### src/mpq_pkg.sv
// Shared types and codes for the max-first priority queue.
`timescale 1ns / 1ps
`default_nettype none
package mpq_pkg;

	localparam int DATA_W = 32;
	localparam int STATUS_W = 2;
	localparam int COUNT_W = 5;

	// request codes
	localparam logic REQ_PUSH = 1'b0;
	localparam logic REQ_POP  = 1'b1;

	// status codes
	localparam logic [STATUS_W-1:0] ST_OK        = 2'd0;
	localparam logic [STATUS_W-1:0] ST_OVERFLOW  = 2'd1;
	localparam logic [STATUS_W-1:0] ST_UNDERFLOW = 2'd2;

	typedef struct packed {
		logic                     valid;
		logic signed [DATA_W-1:0] pri;
		logic signed [DATA_W-1:0] val;
	} mpq_entry_t;

	// operation broadcast to every cell in a cycle
	typedef struct packed {
		logic                     push;
		logic                     pop;
		logic signed [DATA_W-1:0] pri;
		logic signed [DATA_W-1:0] val;
	} mpq_cmd_t;

endpackage
`default_nettype wire

### src/max_priority_queue_fifo_ties.sv
// Top level of the max-first priority queue with first-in-first-out ties.
//
// Usage:
//  - Command channel: a word (req_type, item_value, item_priority) is taken
//    at a rising edge with start high and busy low. req_type selects push
//    or pop; item_value and item_priority matter only for a push.
//  - Result channel: exactly one result word per command, shown for one
//    cycle with done high, in the cycle right after the command edge.
//    The receiver cannot stall; it must take the word when done is high.
//  - The result word is registered, and a new command may be given every cycle
//    once busy is low: each cell of the chain does one priority compare and
//    one neighbor move per cycle, so the whole queue updates together.
//  - The entries sit in a row of cells kept sorted by priority, highest in
//    cell 0. A push slots in behind every entry of equal or higher priority,
//    so equal priorities leave in push order. A pop takes cell 0 and the
//    rest move up one cell.
//  - A push to a full queue is dropped (status overflow), a pop from an
//    empty queue returns nothing (status underflow); neither changes state.
//  - Reset empties the queue at once; busy is high until the first clock
//    edge after reset is released.
`timescale 1ns / 1ps
`default_nettype none
module max_priority_queue_fifo_ties #(
	parameter int QUEUE_DEPTH = 16
) (
	input  wire logic                                clk,
	input  wire logic                                arst_n,
	input  wire logic                                start,
	output logic                                     busy,
	input  wire logic                                req_type,
	input  wire logic signed [mpq_pkg::DATA_W-1:0]   item_value,
	input  wire logic signed [mpq_pkg::DATA_W-1:0]   item_priority,
	output logic                                     done,
	output logic                                     out_valid,
	output logic signed [mpq_pkg::DATA_W-1:0]        out_value,
	output logic signed [mpq_pkg::DATA_W-1:0]        out_priority,
	output logic [mpq_pkg::STATUS_W-1:0]             status,
	output logic [mpq_pkg::COUNT_W-1:0]              occupancy_count,
	output logic                                     is_empty
);
	import mpq_pkg::*;

	localparam int OCC_W = $clog2(QUEUE_DEPTH + 1);

	mpq_entry_t ent  [QUEUE_DEPTH];
	logic       keep [QUEUE_DEPTH];
	mpq_cmd_t   cmd;

	logic             busy_q;
	logic [OCC_W-1:0] occ_q;
	logic             accept;
	logic             full;
	logic             empty;

	logic                     done_q;
	logic                     out_valid_q;
	logic signed [DATA_W-1:0] out_value_q;
	logic signed [DATA_W-1:0] out_priority_q;
	logic [STATUS_W-1:0]      status_q;

	logic [OCC_W+COUNT_W-1:0] occ_ext;

	assign accept = start && !busy_q;
	assign empty  = !ent[0].valid;
	assign full   = ent[QUEUE_DEPTH-1].valid;

	// broadcast to the chain; refused requests become no-ops
	assign cmd.push = accept && (req_type == REQ_PUSH) && !full;
	assign cmd.pop  = accept && (req_type == REQ_POP) && !empty;
	assign cmd.pri  = item_priority;
	assign cmd.val  = item_value;

	for (genvar i = 0; i < QUEUE_DEPTH; i++) begin : g_cell
		mpq_entry_t left_ent;
		mpq_entry_t right_ent;
		logic       left_keep;

		if (i == 0) begin : g_head
			assign left_ent  = '0;
			assign left_keep = 1'b1;   // newcomer lands here if it outranks cell 0
		end else begin : g_mid_l
			assign left_ent  = ent[i-1];
			assign left_keep = keep[i-1];
		end

		if (i == QUEUE_DEPTH - 1) begin : g_tail
			assign right_ent = '0;     // last cell empties on pop
		end else begin : g_mid_r
			assign right_ent = ent[i+1];
		end

		mpq_cell u_cell (
			.clk       (clk),
			.arst_n    (arst_n),
			.cmd       (cmd),
			.left_ent  (left_ent),
			.left_keep (left_keep),
			.right_ent (right_ent),
			.ent       (ent[i]),
			.keep      (keep[i])
		);
	end

	always_ff @(posedge clk or negedge arst_n) begin
		if (!arst_n) begin
			busy_q <= 1'b1;
			occ_q  <= '0;
			done_q <= 1'b0;
		end else begin
			busy_q <= 1'b0;
			done_q <= accept;
			if (cmd.push) begin
				occ_q <= occ_q + OCC_W'(1);
			end else if (cmd.pop) begin
				occ_q <= occ_q - OCC_W'(1);
			end
		end
	end

	// result word, valid in the cycle after the command
	always_ff @(posedge clk) begin
		if (accept) begin
			out_valid_q    <= cmd.pop;
			out_value_q    <= cmd.pop ? ent[0].val : '0;
			out_priority_q <= cmd.pop ? ent[0].pri : '0;
			priority if (req_type == REQ_PUSH && full) begin
				status_q <= ST_OVERFLOW;
			end else if (req_type == REQ_POP && empty) begin
				status_q <= ST_UNDERFLOW;
			end else begin
				status_q <= ST_OK;
			end
		end
	end

	// count is reported modulo 32
	assign occ_ext = {{COUNT_W{1'b0}}, occ_q};

	assign busy            = busy_q;
	assign done            = done_q;
	assign out_valid       = out_valid_q;
	assign out_value       = out_value_q;
	assign out_priority    = out_priority_q;
	assign status          = status_q;
	assign occupancy_count = occ_ext[COUNT_W-1:0];
	assign is_empty        = (occ_q == '0);

endmodule
`default_nettype wire

### src/mpq_cell.sv
// One slot of the sorted cell chain: holds an entry, shifts on push or pop.
`timescale 1ns / 1ps
`default_nettype none
module mpq_cell (
	input  wire logic                   clk,
	input  wire logic                   arst_n,
	input  wire mpq_pkg::mpq_cmd_t      cmd,
	input  wire mpq_pkg::mpq_entry_t    left_ent,
	input  wire logic                   left_keep,
	input  wire mpq_pkg::mpq_entry_t    right_ent,
	output mpq_pkg::mpq_entry_t         ent,
	output logic                        keep
);
	import mpq_pkg::*;

	logic                     valid_q;
	logic signed [DATA_W-1:0] pri_q;
	logic signed [DATA_W-1:0] val_q;

	// entry stays put on a push when it ranks at or above the newcomer
	assign keep = valid_q && (pri_q >= cmd.pri);
	assign ent  = '{valid: valid_q, pri: pri_q, val: val_q};

	always_ff @(posedge clk or negedge arst_n) begin
		if (!arst_n) begin
			valid_q <= 1'b0;
		end else if (cmd.pop) begin
			valid_q <= right_ent.valid;
		end else if (cmd.push && !keep) begin
			valid_q <= left_keep ? 1'b1 : left_ent.valid;
		end
	end

	always_ff @(posedge clk) begin
		if (cmd.pop) begin
			pri_q <= right_ent.pri;
			val_q <= right_ent.val;
		end else if (cmd.push && !keep) begin
			if (left_keep) begin
				pri_q <= cmd.pri;
				val_q <= cmd.val;
			end else begin
				pri_q <= left_ent.pri;
				val_q <= left_ent.val;
			end
		end
	end

endmodule
`default_nettype wire

### config.mk
export PLATFORM = sky130hd
export DESIGN_NAME = max_priority_queue_fifo_ties
export DESIGN_NICKNAME = d
export VERILOG_FILES = /design/src/mpq_pkg.sv /design/src/max_priority_queue_fifo_ties.sv /design/src/mpq_cell.sv
export SDC_FILE = /design/constraint.sdc
export NUM_CORES = 2
export LEC_CHECK = 0
export CAP_MARGIN = 20
export CORE_MARGIN = 10
export CORE_UTILIZATION = 35
export DETAILED_ROUTE_END_ITERATION = 7
export DONT_BUFFER_PORTS = 1
export GPL_ROUTABILITY_DRIVEN = 1
export PLACE_DENSITY = 0.55
export SLEW_MARGIN = 30
export SYNTH_ARGS = -nofsm -noshare
export SYNTH_HDL_FRONTEND = slang
export SYNTH_SLANG_ARGS = --single-unit
### constraint.sdc
create_clock -name clk -period 9.71 [get_ports clk]
set_clock_uncertainty 0.2 [all_clocks]
set_input_delay 0.971 -clock clk [delete_from_list [all_inputs] [get_ports clk]]
set_output_delay 0.971 -clock clk [all_outputs]
set_load 0.01 [all_outputs]
==> metrics.md <==
| Metric | Value |
|---|---|
| # DRC | 0 |
| Core area | 184,000 µm² |
| Die area | 203,000 µm² |
| FFs w/ async S/R, synth | 2.06% |
| Worst VDD drop | 0.269 mV |
| Std-Cell Rows | 157 |
| Hold WS | 0.141 ns |
| Primary FF master, synth | edfxtp_1 |
| Launching element type of the critical path | primary input |
| Dpl cell area | 67,100 µm² |
| First DRT Iteration DRCs | 6,144 |
| Setup WS pre-CTS | 3.37 ns |
| Reg2reg setup slack | 4.19 ns |
| Root Buffer | clkbuf_16 |
| Largest net degree at the start of global routing | 235 |
| RSZ-0062 raised after global routing | false |
| Die width | 450 µm |
| Sequential element share of the synthesized area | 50.4% |
| Slew of the pin with the lowest slew margin | 1.18 ns |
| # fillers | 17,800 |
| Detailed placement HPWL | 148 mm |
| Fin crit period | 5.73 ns |
| Yosys cell types | 65 |
| Post-Route WL | 235 mm |
| Metal-1 WL | 98.5 mm |
| Req. time, crit path | 9.92 ns |
| Mapped Cells | 6,080 |
| Setup-failing EPs final | 0 |
| Setup TNS | 0 ns |
| Share of layout cells above drive strength 1 | 6.03% |
| Clock sinks | 1,114 |
| Power density cells | 247 nW/µm² |
| Setup slack after layout | 3.98 ns |
| Avg WL per Cell | 28.1 µm |
| HP Class | in -> reg |
| CTS tree | built |
| GP Congestion | 0.915 |
| Post-Syn Area | 64,800 µm² |
| Metal3 WL | 22.2 mm |
| Area delta synth->final | 10.2% |
| Die height | 450 µm |
| Vias post-DR | 50,900 |
| # port buffers | 0 |
| WL met2 | 106 mm |
| Post-route cell area | 71,400 µm² |
| CP Max Fanout | 46 |
| Via/cell ratio | 6.08 |
| Post-CTS Hold Fix Bufs | 2 |
| Total track usage | 22.2% |
| P_leak | 28.4 nW |
| Num CTS Buffers | 135 |
| Final Core Density | 38.9% |
| Worst Path Arrival | 5.94 ns |
| Peak Freq | 175 MHz |
| Cell total after placement | 8,117 |
| CTS Buffer Depth | 3 |
| Number of global-route vias before repair | 48,400 |
| Register area | 32,700 µm² |
| Ports | 143 |
| Yosys reg bits | 1,114 |
| Mapped Nets | 6,632 |
| Period utilization | 59.0% |
| Drt pass-1 iters | 8 |
| Overflow after GRT | 0 |
| Worst-path clk slew | 0.06 ns |
| First-pass GRT wire length | 342 mm |
| Routed Antenna Nets | 0 |
| Syn. warnings | 0 |
| Htree depth | 4 |
| Initial antenna violation count | 6 |
| Number of enable flip-flop cells after synthesis | 1,027 |
| Total power | 17.6 mW |
| Status | finished clean |
| Clk_lat worst skew | 0.82 ns |
| Resize count post-CTS | 0 |
| R2R depth | 9 |
| CP endpoint kind | register |
| Layout Nets | 6,345 |
| Worst Hold Depth | 2 |
| Max_slew headroom | 21.6% |
| Slew Limit Fails | 0 |
| Ant. Diodes | 0 |
| Max layer used | met4 |
| Multi-input gate area in the final layout | 30,100 µm² |
| Non-filler cells, final | 8,367 |
| Synth Area per Inst | 10.7 µm² |
| Hold Fails Final Rpt | 0 |
| Post-CTS Setup Bufs | 0 |
| Maxcap violations | 0 |
| Kind of critical path | in -> reg |
| Initial Util | 35.3% |
[worst paths after layout]
check	startpoint	endpoint
setup / recovery	item_priority[31]	g_cell[13].u_cell.pri_q[14]
setup reg to reg	g_cell[8].u_cell.pri_q[31]	g_cell[8].u_cell.val_q[17]
min in group asynchronous	arst_n	done
max in group asynchronous	arst_n	busy
hold reg to reg	g_cell[15].u_cell.val_q[26]	g_cell[15].u_cell.val_q[26]
hold / removal	item_value[28]	g_cell[15].u_cell.val_q[28]
[sequential cells by signal, summed over array words and instances (netlist names)]
name / flops
out_value: 32
status: 2
out_valid: 1
g_cell.u_cell.valid_q: 16
busy: 1
g_cell.u_cell.pri_q: 512
g_cell.u_cell.val_q: 512
out_priority: 32
occupancy_count: 5
done: 1
[critical path, cell delays in order]
cell	delay [ns]
inv_1	0.50
ha_1	0.33
nand4_1	0.32
nor4_1	0.98
a21oi_1	0.20
or2_2	0.34
a31o_4	0.46
o21ai_4	0.85
buf_4	0.90
[kinds of logic after synthesis]
logic type / synth area share [%]
AO/OA/AOI/OAI: 17.3
other: 0.00579
AND/OR/NAND/NOR: 11.8
multiplexers: 7.20
adder cells (fa/ha/maj): 9.35
flip-flops: 50.4
buffers and inverters: 3.80
XOR/XNOR: 0.0541
[cell usage in the layout, fill, tap and decap left out, types with 12 or more instances in the layout]
cell type	instances
clkinv_2	24
edfxtp_1	1027
clkbuf_16	136
inv_1	75
and2_1	89
clkinv_1	18
dfxtp_1	64
nor3_1	26
ha_1	483
a21o_1	173
nand2_1	341
a221o_1	368
o211ai_1	15
mux2i_1	462
nand4_1	101
nor4_1	13
a21oi_1	773
nor2b_1	15
clkbuf_1	36
a31oi_1	68
and3_1	138
o21ai_4	18
o21ai_0	158
o21a_1	12
o311ai_0	32
nor2_1	821
buf_4	85
dfrtp_1	22
nand3_1	116
[cells in the mapped netlist, drive strengths merged (119+ instances only)]
cell type / number / share of area, %
a21o: 173 / 2.0
a21oi: 774 / 6.0
a221o: 368 / 5.7
and3: 140 / 1.4
clkbuf: 420 / 2.4
edfxtp: 1027 / 48
ha: 483 / 9.3
mux2i: 463 / 7.1
nand2: 343 / 2.0
nand3: 119 / 0.93
nor2: 827 / 4.8
o21ai: 183 / 1.4
[report_power, final]
group	leakage [nW]	internal [mW]	total (mW)	switching, mW
registers	10.2	6.44	7.02	0.580
logic	16.0	2.03	5.54	3.51
clock network	2.11	2.87	5.09	2.22
total	28.4	11.3	17.6	6.31
[routing by layer]
metal,up-vias,GRT usage [%]
met1,25300,30.4
met4,0,7.90
li1,22500,-
met5,-,0
met2,2572,34.7
met3,454,4.62
[layout make-up]
cell class	instances	area share, %
Sequential cell	1114	45.8
Multi-Input combinational cell	4364	42.1
Clock buffer	179	5.09
Tap cell	2464	4.32
Timing Repair Buffer	101	1.35
Clock inverter	68	0.935
Inverter	77	0.422
Note: power is estimated with default switching activity, not from simulation.
